<file path="config.mk">
export PLATFORM = sky130hd
export DESIGN_NAME = integer_calculator_alu_flat
export DESIGN_NICKNAME = d
export VERILOG_FILES = /design/src/rtl/icalc_pkg.sv /design/src/rtl/icalc_if.sv /design/src/rtl/icalc_mul.sv /design/src/rtl/icalc_div.sv /design/src/rtl/icalc_sqrt.sv /design/src/rtl/integer_calculator_alu.sv /design/src/flat_wrapper.sv
export SDC_FILE = /design/constraint.sdc
export NUM_CORES = 1
export LEC_CHECK = 0
export ABC_AREA = 1
export BUFFER_PORTS_ARGS = -buffer_cell sky130_fd_sc_hd__buf_2
export CORE_MARGIN = 3
export CORE_UTILIZATION = 50
export DETAILED_ROUTE_END_ITERATION = 12
export PLACE_DENSITY = 0.66
export SLEW_MARGIN = 20
export SYNTH_ARGS = -nofsm -noshare
export SYNTH_HDL_FRONTEND = slang
export SYNTH_SLANG_ARGS = --single-unit
</file>
<file path="constraint.sdc">
create_clock -name clk -period 15.3 [get_ports clk]
set_input_delay 0.765 -clock clk [delete_from_list [all_inputs] [get_ports clk]]
set_output_delay 0.765 -clock clk [all_outputs]
set_load 0.1 [all_outputs]
</file>
<file path="src/rtl/icalc_pkg.sv">
// icalc_pkg: opcodes, status codes and sequencer states for the integer calculator
// no dependencies
`timescale 1ns / 1ps

package icalc_pkg;

  localparam logic [2:0] OP_ADD  = 3'd0;
  localparam logic [2:0] OP_SUB  = 3'd1;
  localparam logic [2:0] OP_MUL  = 3'd2;
  localparam logic [2:0] OP_DIV  = 3'd3;
  localparam logic [2:0] OP_POW  = 3'd4;
  localparam logic [2:0] OP_SQRT = 3'd5;
  localparam logic [2:0] OP_FACT = 3'd6;

  localparam logic [1:0] ST_OK      = 2'd0;
  localparam logic [1:0] ST_DIV0    = 2'd1;
  localparam logic [1:0] ST_INVALID = 2'd2;

  typedef enum logic [3:0] {
    S_IDLE,
    S_MUL_WAIT,
    S_DIV_WAIT,
    S_SQRT_WAIT,
    S_POW_TEST,
    S_POW_ACC,
    S_POW_SQ,
    S_FACT_TEST,
    S_FACT_MUL,
    S_DONE
  } state_t;

endpackage

</file>
<file path="src/rtl/icalc_if.sv">
// icalc_in_if and icalc_out_if: valid/ready channels for operations and results
// uses no package
`timescale 1ns / 1ps

interface icalc_in_if #(parameter int W = 32);
  logic                valid;
  logic                ready;
  logic [2:0]          mode;
  logic signed [W-1:0] operand_a;
  logic signed [W-1:0] operand_b;

  modport source (output valid, mode, operand_a, operand_b, input ready);
  modport sink   (input valid, mode, operand_a, operand_b, output ready);
endinterface

interface icalc_out_if #(parameter int W = 32);
  logic                valid;
  logic                ready;
  logic signed [W-1:0] result;
  logic [1:0]          status;

  modport source (output valid, result, status, input ready);
  modport sink   (input valid, result, status, output ready);
endinterface

</file>
<file path="src/rtl/icalc_mul.sv">
// icalc_mul: shift-add multiplier, one multiplier bit per cycle, product mod 2^W
// no package dependencies
`timescale 1ns / 1ps

module icalc_mul #(
  parameter int W = 32
) (
  input  logic         clk,
  input  logic         rst,
  input  logic         start,
  input  logic [W-1:0] x,
  input  logic [W-1:0] y,
  output logic         done,
  output logic [W-1:0] product
);

  logic         busy;
  logic [W-1:0] mcand;
  logic [W-1:0] mplier;
  logic [W-1:0] acc;

  always_ff @(posedge clk) begin
    if (rst) begin
      busy <= 1'b0;
      done <= 1'b0;
    end else begin
      done <= 1'b0;
      if (start) begin
        busy   <= 1'b1;
        acc    <= '0;
        mcand  <= x;
        mplier <= y;
      end else if (busy) begin
        if (mplier == '0) begin
          busy <= 1'b0;
          done <= 1'b1;
        end else begin
          if (mplier[0]) begin
            acc <= acc + mcand;
          end
          mcand  <= {mcand[W-2:0], 1'b0};
          mplier <= {1'b0, mplier[W-1:1]};
        end
      end
    end
  end

  assign product = acc;

endmodule

</file>
<file path="src/rtl/icalc_div.sv">
// icalc_div: restoring unsigned divider, one quotient bit per cycle
// no package dependencies
`timescale 1ns / 1ps

module icalc_div #(
  parameter int W = 32
) (
  input  logic         clk,
  input  logic         rst,
  input  logic         start,
  input  logic [W-1:0] num,
  input  logic [W-1:0] den,
  output logic         done,
  output logic [W-1:0] quot
);

  localparam int CW = $clog2(W + 1);

  logic          busy;
  logic [CW-1:0] cnt;
  logic [W-1:0]  rem;
  logic [W-1:0]  d;
  logic [W-1:0]  q;
  logic [W:0]    shifted;
  logic [W:0]    diff;

  assign shifted = {rem, q[W-1]};
  assign diff    = shifted - {1'b0, d};

  always_ff @(posedge clk) begin
    if (rst) begin
      busy <= 1'b0;
      done <= 1'b0;
    end else begin
      done <= 1'b0;
      if (start) begin
        busy <= 1'b1;
        cnt  <= '0;
        rem  <= '0;
        d    <= den;
        q    <= num;
      end else if (busy) begin
        if (cnt == CW'(W)) begin
          busy <= 1'b0;
          done <= 1'b1;
        end else begin
          cnt <= cnt + CW'(1);
          if (!diff[W]) begin
            rem <= diff[W-1:0];
            q   <= {q[W-2:0], 1'b1};
          end else begin
            rem <= shifted[W-1:0];
            q   <= {q[W-2:0], 1'b0};
          end
        end
      end
    end
  end

  assign quot = q;

endmodule

</file>
<file path="src/rtl/icalc_sqrt.sv">
// icalc_sqrt: digit-by-digit floor square root, one root bit per cycle
// no package dependencies
`timescale 1ns / 1ps

module icalc_sqrt #(
  parameter int W = 32
) (
  input  logic         clk,
  input  logic         rst,
  input  logic         start,
  input  logic [W-1:0] radicand,
  output logic         done,
  output logic [W-1:0] root
);

  localparam int NP = (W + 1) / 2;
  localparam int RW = NP + 3;
  localparam int CW = $clog2(NP + 1);

  logic          busy;
  logic [CW-1:0] cnt;
  logic [2*NP-1:0] val;
  logic [RW-1:0] rem;
  logic [NP-1:0] rt;
  logic [RW-1:0] shifted;
  logic [RW-1:0] trial;
  logic [RW-1:0] diff;
  logic          fits;

  assign shifted = {rem[RW-3:0], val[2*NP-1 -: 2]};
  assign trial   = RW'({rt, 2'b01});
  assign fits    = shifted >= trial;
  assign diff    = shifted - trial;

  always_ff @(posedge clk) begin
    if (rst) begin
      busy <= 1'b0;
      done <= 1'b0;
    end else begin
      done <= 1'b0;
      if (start) begin
        busy <= 1'b1;
        cnt  <= '0;
        rem  <= '0;
        rt   <= '0;
        val  <= (2*NP)'(radicand);
      end else if (busy) begin
        if (cnt == CW'(NP)) begin
          busy <= 1'b0;
          done <= 1'b1;
        end else begin
          cnt <= cnt + CW'(1);
          val <= {val[2*NP-3:0], 2'b00};
          if (fits) begin
            rem <= diff;
            rt  <= {rt[NP-2:0], 1'b1};
          end else begin
            rem <= shifted;
            rt  <= {rt[NP-2:0], 1'b0};
          end
        end
      end
    end
  end

  assign root = W'(rt);

endmodule

</file>
<file path="src/rtl/integer_calculator_alu.sv">
// integer_calculator_alu: top level, sequencer around the serial multiplier, divider and root
// depends on icalc_pkg, icalc_if, icalc_mul, icalc_div, icalc_sqrt
`timescale 1ns / 1ps

// One operation at a time. Add and subtract register their result on transfer and then
// go to the done state. Multiply time grows with the bit position of the top set bit of
// operand_b, since the shared shift-add multiplier retires one multiplier bit per cycle.
// Divide runs on the restoring divider, square root on the digit-by-digit root unit. Power
// does one or two serial multiplies per exponent bit up to the top set bit; factorial does
// one serial multiply per factor until the factor passes operand_a or the product wraps to
// zero, at most about W+2 factors. A finished result waits in an output register while
// the next operation is taken in.
module integer_calculator_alu
  import icalc_pkg::*;
#(
  parameter int DATA_WIDTH = 32
) (
  input  logic         clk,
  input  logic         rst,
  icalc_in_if.sink     in_ch,
  icalc_out_if.source  out_ch
);

  localparam int W = DATA_WIDTH;

  state_t state, state_next;

  logic [W-1:0] acc, base, expo, idx, lim;
  logic [W-1:0] res;
  logic [1:0]   stat;
  logic         div_neg;

  logic         mul_go, div_go, sqrt_go;
  logic [W-1:0] mul_x, mul_y, div_n, div_d, sqrt_v;
  logic         mul_done, div_done, sqrt_done;
  logic [W-1:0] mul_p, div_q, sqrt_r;

  logic         ov;
  logic [W-1:0] out_res;
  logic [1:0]   out_stat;
  logic         in_fire, out_free;

  assign in_ch.ready = (state == S_IDLE);
  assign in_fire     = in_ch.valid && in_ch.ready;
  assign out_free    = !ov || out_ch.ready;

  icalc_mul #(.W(W)) u_mul (
    .clk, .rst, .start(mul_go), .x(mul_x), .y(mul_y), .done(mul_done), .product(mul_p)
  );

  icalc_div #(.W(W)) u_div (
    .clk, .rst, .start(div_go), .num(div_n), .den(div_d), .done(div_done), .quot(div_q)
  );

  icalc_sqrt #(.W(W)) u_sqrt (
    .clk, .rst, .start(sqrt_go), .radicand(sqrt_v), .done(sqrt_done), .root(sqrt_r)
  );

  always_ff @(posedge clk) begin
    if (rst) begin
      state <= S_IDLE;
    end else begin
      state <= state_next;
    end
  end

  always_comb begin
    state_next = state;
    case (state)
      S_IDLE: begin
        if (in_fire) begin
          case (in_ch.mode)
            OP_MUL:  state_next = S_MUL_WAIT;
            OP_DIV:  state_next = (in_ch.operand_b == '0) ? S_DONE : S_DIV_WAIT;
            OP_POW:  state_next = in_ch.operand_b[W-1] ? S_DONE : S_POW_TEST;
            OP_SQRT: state_next = in_ch.operand_a[W-1] ? S_DONE : S_SQRT_WAIT;
            OP_FACT: state_next = in_ch.operand_a[W-1] ? S_DONE : S_FACT_TEST;
            default: state_next = S_DONE;
          endcase
        end
      end
      S_MUL_WAIT:  if (mul_done) state_next = S_DONE;
      S_DIV_WAIT:  if (div_done) state_next = S_DONE;
      S_SQRT_WAIT: if (sqrt_done) state_next = S_DONE;
      S_POW_TEST: begin
        if (expo == '0) begin
          state_next = S_DONE;
        end else if (expo[0]) begin
          state_next = S_POW_ACC;
        end else begin
          state_next = S_POW_SQ;
        end
      end
      S_POW_ACC: if (mul_done) state_next = S_POW_SQ;
      S_POW_SQ:  if (mul_done) state_next = S_POW_TEST;
      S_FACT_TEST: begin
        if (idx > lim || acc == '0) begin
          state_next = S_DONE;
        end else begin
          state_next = S_FACT_MUL;
        end
      end
      S_FACT_MUL: if (mul_done) state_next = S_FACT_TEST;
      S_DONE:     if (out_free) state_next = S_IDLE;
      default:    state_next = S_IDLE;
    endcase
  end

  always_ff @(posedge clk) begin
    if (rst) begin
      mul_go  <= 1'b0;
      div_go  <= 1'b0;
      sqrt_go <= 1'b0;
      ov      <= 1'b0;
    end else begin
      mul_go  <= 1'b0;
      div_go  <= 1'b0;
      sqrt_go <= 1'b0;
      if (ov && out_ch.ready) begin
        ov <= 1'b0;
      end
      case (state)
        S_IDLE: begin
          if (in_fire) begin
            res  <= '0;
            stat <= ST_OK;
            case (in_ch.mode)
              OP_ADD: res <= in_ch.operand_a + in_ch.operand_b;
              OP_SUB: res <= in_ch.operand_a - in_ch.operand_b;
              OP_MUL: begin
                mul_x  <= in_ch.operand_a;
                mul_y  <= in_ch.operand_b;
                mul_go <= 1'b1;
              end
              OP_DIV: begin
                if (in_ch.operand_b == '0) begin
                  stat <= ST_DIV0;
                end else begin
                  div_n   <= in_ch.operand_a[W-1] ? W'(-in_ch.operand_a) : in_ch.operand_a;
                  div_d   <= in_ch.operand_b[W-1] ? W'(-in_ch.operand_b) : in_ch.operand_b;
                  div_neg <= in_ch.operand_a[W-1] ^ in_ch.operand_b[W-1];
                  div_go  <= 1'b1;
                end
              end
              OP_POW: begin
                if (in_ch.operand_b[W-1]) begin
                  if (in_ch.operand_a == '0) begin
                    stat <= ST_INVALID;
                  end else if (in_ch.operand_a == W'(1)) begin
                    res <= W'(1);
                  end else if (in_ch.operand_a == '1) begin
                    res <= in_ch.operand_b[0] ? '1 : W'(1);
                  end
                end else begin
                  acc  <= W'(1);
                  base <= in_ch.operand_a;
                  expo <= in_ch.operand_b;
                end
              end
              OP_SQRT: begin
                if (in_ch.operand_a[W-1]) begin
                  stat <= ST_INVALID;
                end else begin
                  sqrt_v  <= in_ch.operand_a;
                  sqrt_go <= 1'b1;
                end
              end
              OP_FACT: begin
                if (in_ch.operand_a[W-1]) begin
                  stat <= ST_INVALID;
                end else begin
                  acc <= W'(1);
                  idx <= W'(2);
                  lim <= in_ch.operand_a;
                end
              end
              default: stat <= ST_INVALID;
            endcase
          end
        end
        S_MUL_WAIT:  if (mul_done) res <= mul_p;
        S_DIV_WAIT:  if (div_done) res <= div_neg ? W'(-div_q) : div_q;
        S_SQRT_WAIT: if (sqrt_done) res <= sqrt_r;
        S_POW_TEST: begin
          if (expo == '0) begin
            res <= acc;
          end else begin
            mul_x  <= expo[0] ? acc : base;
            mul_y  <= base;
            mul_go <= 1'b1;
          end
        end
        S_POW_ACC: begin
          if (mul_done) begin
            acc    <= mul_p;
            mul_x  <= base;
            mul_y  <= base;
            mul_go <= 1'b1;
          end
        end
        S_POW_SQ: begin
          if (mul_done) begin
            base <= mul_p;
            expo <= {1'b0, expo[W-1:1]};
          end
        end
        S_FACT_TEST: begin
          if (idx > lim || acc == '0) begin
            res <= acc;
          end else begin
            mul_x  <= acc;
            mul_y  <= idx;
            mul_go <= 1'b1;
          end
        end
        S_FACT_MUL: begin
          if (mul_done) begin
            acc <= mul_p;
            idx <= idx + W'(1);
          end
        end
        S_DONE: begin
          if (out_free) begin
            ov       <= 1'b1;
            out_res  <= res;
            out_stat <= stat;
          end
        end
        default: ;
      endcase
    end
  end

  assign out_ch.valid  = ov;
  assign out_ch.result = out_res;
  assign out_ch.status = out_stat;

endmodule
</file>
<file path="src/flat_wrapper.sv">
// flat-port wrapper written by rule: the top's interface ports become plain ports
module integer_calculator_alu_flat import icalc_pkg::*;
#(
  parameter int DATA_WIDTH = 32
)
  (clk, rst, in_ch_valid, in_ch_mode, in_ch_operand_a, in_ch_operand_b, in_ch_ready, out_ch_valid, out_ch_result, out_ch_status, out_ch_ready);
  icalc_in_if in_ch_i ();
  icalc_out_if out_ch_i ();
  input  logic clk;
  input  logic rst;
  input wire logic [$bits(in_ch_i.valid)-1:0] in_ch_valid;
  input wire logic [$bits(in_ch_i.mode)-1:0] in_ch_mode;
  input wire logic [$bits(in_ch_i.operand_a)-1:0] in_ch_operand_a;
  input wire logic [$bits(in_ch_i.operand_b)-1:0] in_ch_operand_b;
  output wire logic [$bits(in_ch_i.ready)-1:0] in_ch_ready;
  output wire logic [$bits(out_ch_i.valid)-1:0] out_ch_valid;
  output wire logic [$bits(out_ch_i.result)-1:0] out_ch_result;
  output wire logic [$bits(out_ch_i.status)-1:0] out_ch_status;
  input wire logic [$bits(out_ch_i.ready)-1:0] out_ch_ready;
  assign in_ch_i.valid = in_ch_valid;
  assign in_ch_i.mode = in_ch_mode;
  assign in_ch_i.operand_a = in_ch_operand_a;
  assign in_ch_i.operand_b = in_ch_operand_b;
  assign in_ch_ready = in_ch_i.ready;
  assign out_ch_valid = out_ch_i.valid;
  assign out_ch_result = out_ch_i.result;
  assign out_ch_status = out_ch_i.status;
  assign out_ch_i.ready = out_ch_ready;
  integer_calculator_alu #(.DATA_WIDTH(DATA_WIDTH)) u_core (.clk(clk), .rst(rst), .in_ch(in_ch_i), .out_ch(out_ch_i));
endmodule
</file>
=== Word level (Yosys, flattened, before mapping) ===
Index checks and enable logic that the tools add are counted.

* Bits in registers: 669
* Output and inout port bits: 36

* $add $sub $neg: 11
* Order comparisons: 2
* Equality and inequality tests: 43
* Multiplexer cells: 121
* Bitwise operators: 11
* Reductions and logical operators: 45

{| class="wikitable"
|+ Operator list
! operator !! count
|-
| 2-to-1 mux 32 bit || 53
|-
| one-hot mux 32 bit (2 select lines) || 5
|-
| one-hot mux 32 bit (4 select lines) || 2
|-
| one-hot mux 32 bit (6 select lines) || 1
|-
| logical NOT 32 bit || 5
|-
| negation 32 bit || 3
|-
| one-hot mux 32 bit (3 select lines) || 1
|-
| 2-to-1 mux 31 bit || 3
|-
| adder 32 bit || 2
|-
| 2-to-1 mux 4 bit || 13
|-
| 2-to-1 mux 17 bit || 3
|-
| one-hot mux 4 bit (10 select lines) || 1
|-
| subtractor 33 x 32 -> 33 bit || 1
|-
| adder 32 x 1 -> 32 bit, second input constant || 1
|-
| equality test 32 x 2 -> 1 bit, second input constant || 1
|-
| equality test 32 bit, second input constant || 1
|-
| greater-than comparator 32 x 31 -> 1 bit || 1
|-
| 2-to-1 mux 16 bit || 2
|-
| subtractor 32 bit || 1
|-
| inequality test 2 bit, second input constant || 14
|-
| 2-to-1 mux 1 bit || 26
|-
| one-hot mux 4 bit (5 select lines) || 1
|-
| >= comparator 19 x 18 -> 1 bit || 1
|-
| subtractor 17 bit || 1
|-
| 38 further kinds || 90
|}

=== Longest topological paths before layout ===
* Depth after elaboration: 8
* Depth in mapped cells: 26
* Depth with buffers taken out: 26

=== Cells and area by module ===
Synthesis repeated with hierarchy kept, for this count alone.

* Cells, all modules: 4,885
* Area, all modules: 40,415.0 µm²

{| class="wikitable"
|+ Modules (own cells, without submodules)
! module !! times used !! cells each !! area an instance (µm²) !! seq. area each (µm²)
|-
| integer_calculator_alu || 1 || 2,513 || 22,459.0 || 11,751.3
|-
| icalc_div || 1 || 962 || 7,145.6 || 3,103.0
|-
| icalc_mul || 1 || 866 || 6,408.6 || 2,922.8
|-
| icalc_sqrt || 1 || 544 || 4,401.7 || 2,142.1
|}

=== Worst setup path before layout ===
Ideal clock, no wire load.

* Path kind: reg2reg
* Start: register u_core.state[0]
* End: register u_core.acc[0] (enable)
* Library setup time: 0.594 ns
* Data arrival time: 6.758 ns
* Data required time: 14.706 ns
* Setup slack: 7.948 ns
* Cell stages (with the launch flop): 6
* Path buffers: 0
* Period minus slack after synthesis: 7.352 ns
* Path through: dfxtp_1 -> nor2_1 -> inv_2 -> nor2_2 -> o21bai_1 -> a2111oi_0

* Word-level cells in the longest chain between the ends: 4
* Elaborated cells between the ends (all ways): 12
* Classes of those cells: eq/ne (7); reduce/logical (5)

{| class="wikitable"
|+ RTL lines
! element !! line !! source
|-
| from (decl) || integer_calculator_alu.sv:26 || <nowiki>state_t state, state_next;</nowiki>
|-
| from (signal assigned) || integer_calculator_alu.sv:63 || <nowiki>state <= state_next;</nowiki>
|-
| logical NOT 4 bit (*) || integer_calculator_alu.sv:43 || <nowiki>assign in_ch.ready = (state == S_IDLE);</nowiki>
|-
| net in_ch_ready || flat_wrapper.sv:15 || <nowiki>output wire logic [$bits(in_ch_i.ready)-1:0] in_ch_ready;</nowiki>
|-
| logical AND 1 bit || integer_calculator_alu.sv:44 || <nowiki>assign in_fire = in_ch.valid && in_ch.ready;</nowiki>
|-
| inequality test 2 bit (no source line) || - ||
|-
| AND reduction 7 bit (no source line) (*) || - ||
|-
| to (signal assigned) || integer_calculator_alu.sv:195 || <nowiki>acc <= mul_p;</nowiki>
|-
| to (signal assigned) || integer_calculator_alu.sv:218 || <nowiki>acc <= mul_p;</nowiki>
|-
| to (decl) || integer_calculator_alu.sv:28 || <nowiki>logic [W-1:0] acc, base, expo, idx, lim;</nowiki>
|}

The timed path passes the listed nets; every way through them passes the cells marked *.
A chain may end at the register's enable or synchronous reset.

=== Final worst setup path ===
* Start: input in_ch_operand_b[0]
* End: register u_core.res[19], data pin

* Word-level cells in the longest chain between the ends: 8
* Elaborated cells between the ends (all ways): 10
* Classes of those cells: add/sub (2); mux (8)

{| class="wikitable"
|+ RTL lines
! element !! line !! source
|-
| from (decl) || flat_wrapper.sv:14 || <nowiki>input wire logic [$bits(in_ch_i.operand_b)-1:0] in_ch_operand_b;</nowiki>
|-
| parallel branches: the longest is 5 deep, another holds subtractor 32 bit || - ||
|-
| one-hot mux 32 bit (3 select lines) (*) || integer_calculator_alu.sv:127 || <nowiki>case (in_ch.mode)</nowiki>
|-
| 2-to-1 mux 32 bit (*) || integer_calculator_alu.sv:124 || <nowiki>if (in_fire) begin</nowiki>
|-
| one-hot mux 32 bit (6 select lines) (*) || integer_calculator_alu.sv:122 || <nowiki>case (state)</nowiki>
|-
| to (signal assigned) || integer_calculator_alu.sv:128 || <nowiki>OP_ADD: res <= in_ch.operand_a + in_ch.operand_b;</nowiki>
|-
| to (signal assigned) || integer_calculator_alu.sv:129 || <nowiki>OP_SUB: res <= in_ch.operand_a - in_ch.operand_b;</nowiki>
|-
| to (signal assigned) || integer_calculator_alu.sv:152 || <nowiki>res <= in_ch.operand_b[0] ? '1 : W'(1);</nowiki>
|-
| to (decl) || integer_calculator_alu.sv:29 || <nowiki>logic [W-1:0] res;</nowiki>
|}

Every way passes the cells marked *. The select of a mux whose other input is x is not followed.

==> out/summary.txt <==
====================================================================================
Fin crit share ........................................................        26.9%
Area of the core ......................................................    74700 µm²
Largest cells by area after synthesis ................................. edfxtp_1, nand2_1, ha_1
Number of flops mapped to enable cells by yosys .......................          654
GRT Residual Overflow .................................................            0
Count of warnings emitted by yosys ....................................            0
Total leakage power ...................................................      16.9 nW
Cell chosen for the clock root ........................................    clkbuf_16
Hold-fix buffer count after cts .......................................            0
Family of cells with the greatest summed delay on the critical path ... compound AO/OA/AOI/OAI gates
Average wire per standard cell ........................................      23.8 µm
First-pass detailed-route iteration total .............................            6
Starting Density ......................................................        50.6%
Final setup vio count .................................................            0
Top Ports .............................................................          107
Average instance area after synthesis .................................     8.98 µm²
Cell with the most instances after synthesis ..........................      nand2_1
Sum of met2 wire segment lengths after detailed routing ...............     54400 µm
Dominant cell type by area after synthesis ............................     edfxtp_1
Share of flip-flops with an asynchronous set or reset after synthesis .           0%
Vias in the first global route ........................................        29.3k
Antenna violations before repair ......................................            9
Most prevalent standard cell on the critical path .....................      nand2_1
DPL Wire Length .......................................................     93900 µm
Critical Path End Type ................................................         flop
Die Height ............................................................       281 µm
Worst hold-check path type ............................................   reg -> reg
Top cells by instance count after synthesis ........................... nand2_1, edfxtp_1, nor2_1
Netlist Area Pre-Place ................................................    37800 µm²
Power density over cell area ..........................................   134 nW/µm²
Clock transition at the registers of the reported paths ...............      0.06 ns
Final hold viol count .................................................            0
Critical path data required time ......................................     15.67 ns
Peak Freq .............................................................    0.243 GHz
Cells after Synth .....................................................         4209
First-iteration detailed-routing DRC count ............................         4054
Met3 wirelength from detailed routing .................................     15300 µm
Total number of placement rows ........................................          100
Setup crit start kind .................................................    input pin
CP arrival ............................................................      4.48 ns
Clock tree from TritonCTS .............................................         done
Number of pins with negative max-slew slack in the final report .......            0
Number of sinks on the clock net ......................................          668
Count of maximum capacitance violations ...............................            0
Chip width ............................................................       281 µm
Tightest Pin Transition ...............................................      1.06 ns
Clock insertion delay at the later pin of the skew report .............      0.63 ns
Layout net count ......................................................         4535
Signed area change from the synthesized netlist to the final layout ...        11.3%
Fraction of layout instances using a drive strength above 1 ...........        9.56%
Global router's overall resource usage ................................        31.9%
Detailed Route WL .....................................................    127000 µm
Post-Route Hold Slack .................................................     0.412 ns
Critical path cell sequence ........................................... buf_2 > inv_1 > ha_1 > nand3_2 > nor2_2 > nand2_2 > nor2_4 > inv_2 > nor3_4 > xor2_1 > nand2_1 > o21ai_0 > ha_1 > a21oi_1 > o21ai_0 > a21oi_1 > nand2_1 > o21ai_0 > nand2_1 > nand2_1 > nand3_1
Via count .............................................................        31.6k
Via density per instance ..............................................         5.91
Unrepaired setup endpoints after global routing .......................           no
Clock period minus final worst setup slack ............................      4.11 ns
H-Tree Depth ..........................................................            3
Number of buffers inserted during clock tree synthesis ................           78
Number of DRC violations after detailed routing .......................            0
Aggregate negative setup slack ........................................         0 ns
Number of nets produced by synthesis ..................................         4436
Startpoint of the most critical setup path ............................ in_ch_operand_b[0]
DRT antenna net count .................................................            0
Total of cells resized after clock tree synthesis .....................            0
Maximum cell stage delay along the critical path ......................      0.41 ns
Max-slew headroom at the worst pin ....................................        29.1%
GPL Wtd Cong ..........................................................         1.01
Met1 wire length ......................................................     51400 µm
Total setup buffers inserted after CTS ................................            0
Worst Path Buf+Inv ....................................................            3
Source of the worst hold timing path .................................. u_core.div_d[5]$_DFFE_PP_
Slowest cell on crit path .............................................      o21ai_0
Total of flip-flops plus latches after synthesis ......................          668
Highest routed metal layer ............................................         met5
Number of different library cells in the post-synthesis netlist .......           63
Fraction of synthesized cell area taken by the top area cell type .....        51.9%
Worst IR drop on VDD ..................................................     0.109 mV
Largest net degree at the start of global routing .....................           74
IO Port Bufs ..........................................................          106
Classification of the worst setup path ................................    in -> reg
Sequential-to-total area share from yosys stat ........................        52.7%
Launching point of the worst reg2reg path ............................. u_core.state[1]$_SDFFE_PP0P_
Wire length of the first global-routing pass ..........................    186000 µm
Die Area ..............................................................    79000 µm²
Result of the run ..................................................... finished clean
Post-synth top flop ...................................................     edfxtp_1
Number of buffers on the longest clock path ...........................            3
Clock skew ............................................................    0.0260 ns
CP Max Fanout .........................................................            5
====================================================================================
power by group:
group / internal, mW / total [mW] / switching [mW]
Combinational: 0.327 / 1.30 / 0.976
Sequential: 2.30 / 2.42 / 0.119
Clock: 1.13 / 1.91 / 0.785
worst paths after layout:
| check | end | slack, ns | cells after the start |
|---|---|---|---|
| hold reg to reg | u_core.u_div.d[5]$_DFFE_PP_ | 0.41 | 0 |
| setup reg to reg | u_core.div_n[2]$_DFFE_PP_ | 11.37 | 10 |
| setup / recovery | u_core.res[19]$_DFFE_PP_ | 11.19 | 21 |
| hold / removal | u_core.u_div.d[5]$_DFFE_PP_ | 0.41 | 0 |
per-stage QoR:
| step | setup slack [ns] | instance area [µm²] | utilization, % | cells | total power, mW |
|---|---|---|---|---|---|
| finish | 11.19 | 42100 | 56.3 | 5346 | 5.63 |
| global route | 11.00 | 42100 | 56.3 | 5343 | 5.83 |
| CTS | 11.27 | 42000 | 56.3 | 5339 | 5.61 |
| detailed placement | 10.61 | 39400 | 52.8 | 5195 | 3.71 |
| global placement | 10.62 | 39400 | 52.8 | 5195 | 3.70 |
| floorplan | 7.95 | 37800 | - | 4209 | 3.21 |
flip-flops by register name, summed over array words and instances (netlist names), 32 cells and up:
register	flops
u_core.u_div.quot	32
u_core.div_d	32
u_core.idx	32
u_core.out_ch.result	32
u_core.u_mul.mcand	32
u_core.u_mul.product	32
u_core.u_mul.mplier	32
u_core.base	32
u_core.div_n	32
u_core.res	32
u_core.mul_y	32
u_core.mul_x	32
u_core.u_div.d	32
u_core.acc	32
u_core.u_sqrt.val	32
u_core.u_div.rem	32
cells in the final DEF, fill, tap and decap left out, types with 33 or more instances in the layout:
cell type | synthesis | final
nand2_1 | 1027 | 1026
edfxtp_1 | 654 | 654
inv_1 | 420 | 420
nor2_1 | 422 | 411
o21ai_0 | 312 | 312
a21oi_1 | 279 | 276
nand3_1 | 162 | 162
ha_1 | 153 | 153
buf_2 | 24 | 106
xor2_1 | 89 | 89
clkbuf_16 | 0 | 82
nor3_1 | 64 | 60
nand4_1 | 55 | 55
buf_4 | 3 | 42
o21ai_1 | 39 | 39
a221oi_1 | 38 | 38
inv_2 | 32 | 33
worst register-to-register path, delay by kind of cell (launching register included):
kind                   cells  cell delay, ns
buffers and inverters      5            1.33
DFF                        1            0.38
and+or+nand+nor            5            1.74
cell families after synthesis:
kind of cell	share of synthesized area (%)
flops	52.7
simple gates	21.0
compound gates	12.6
fa+ha+maj	5.22
xor+xnor	2.41
buf+inv	6.05
layer usage:
metal	vias to the layer above	GRT usage, %
met5	-	0
met4	2	13.7
met3	264	9.39
met2	1607	47.8
met1	15000	43.3
li1	14700	-
layout make-up:
class / instances / area [µm²]
Inverter: 455 / 1710
Fill cell: 6701 / 32600
Antenna cell: 5 / 12.5
Sequential cell: 668 / 19900
Clock inverter: 52 / 500
Tap cell: 969 / 1210
Multi-Input combinational cell: 2955 / 15700
Clock buffer: 92 / 2110
Timing Repair Buffer: 150 / 901
Power figures use the tool's default switching activity.
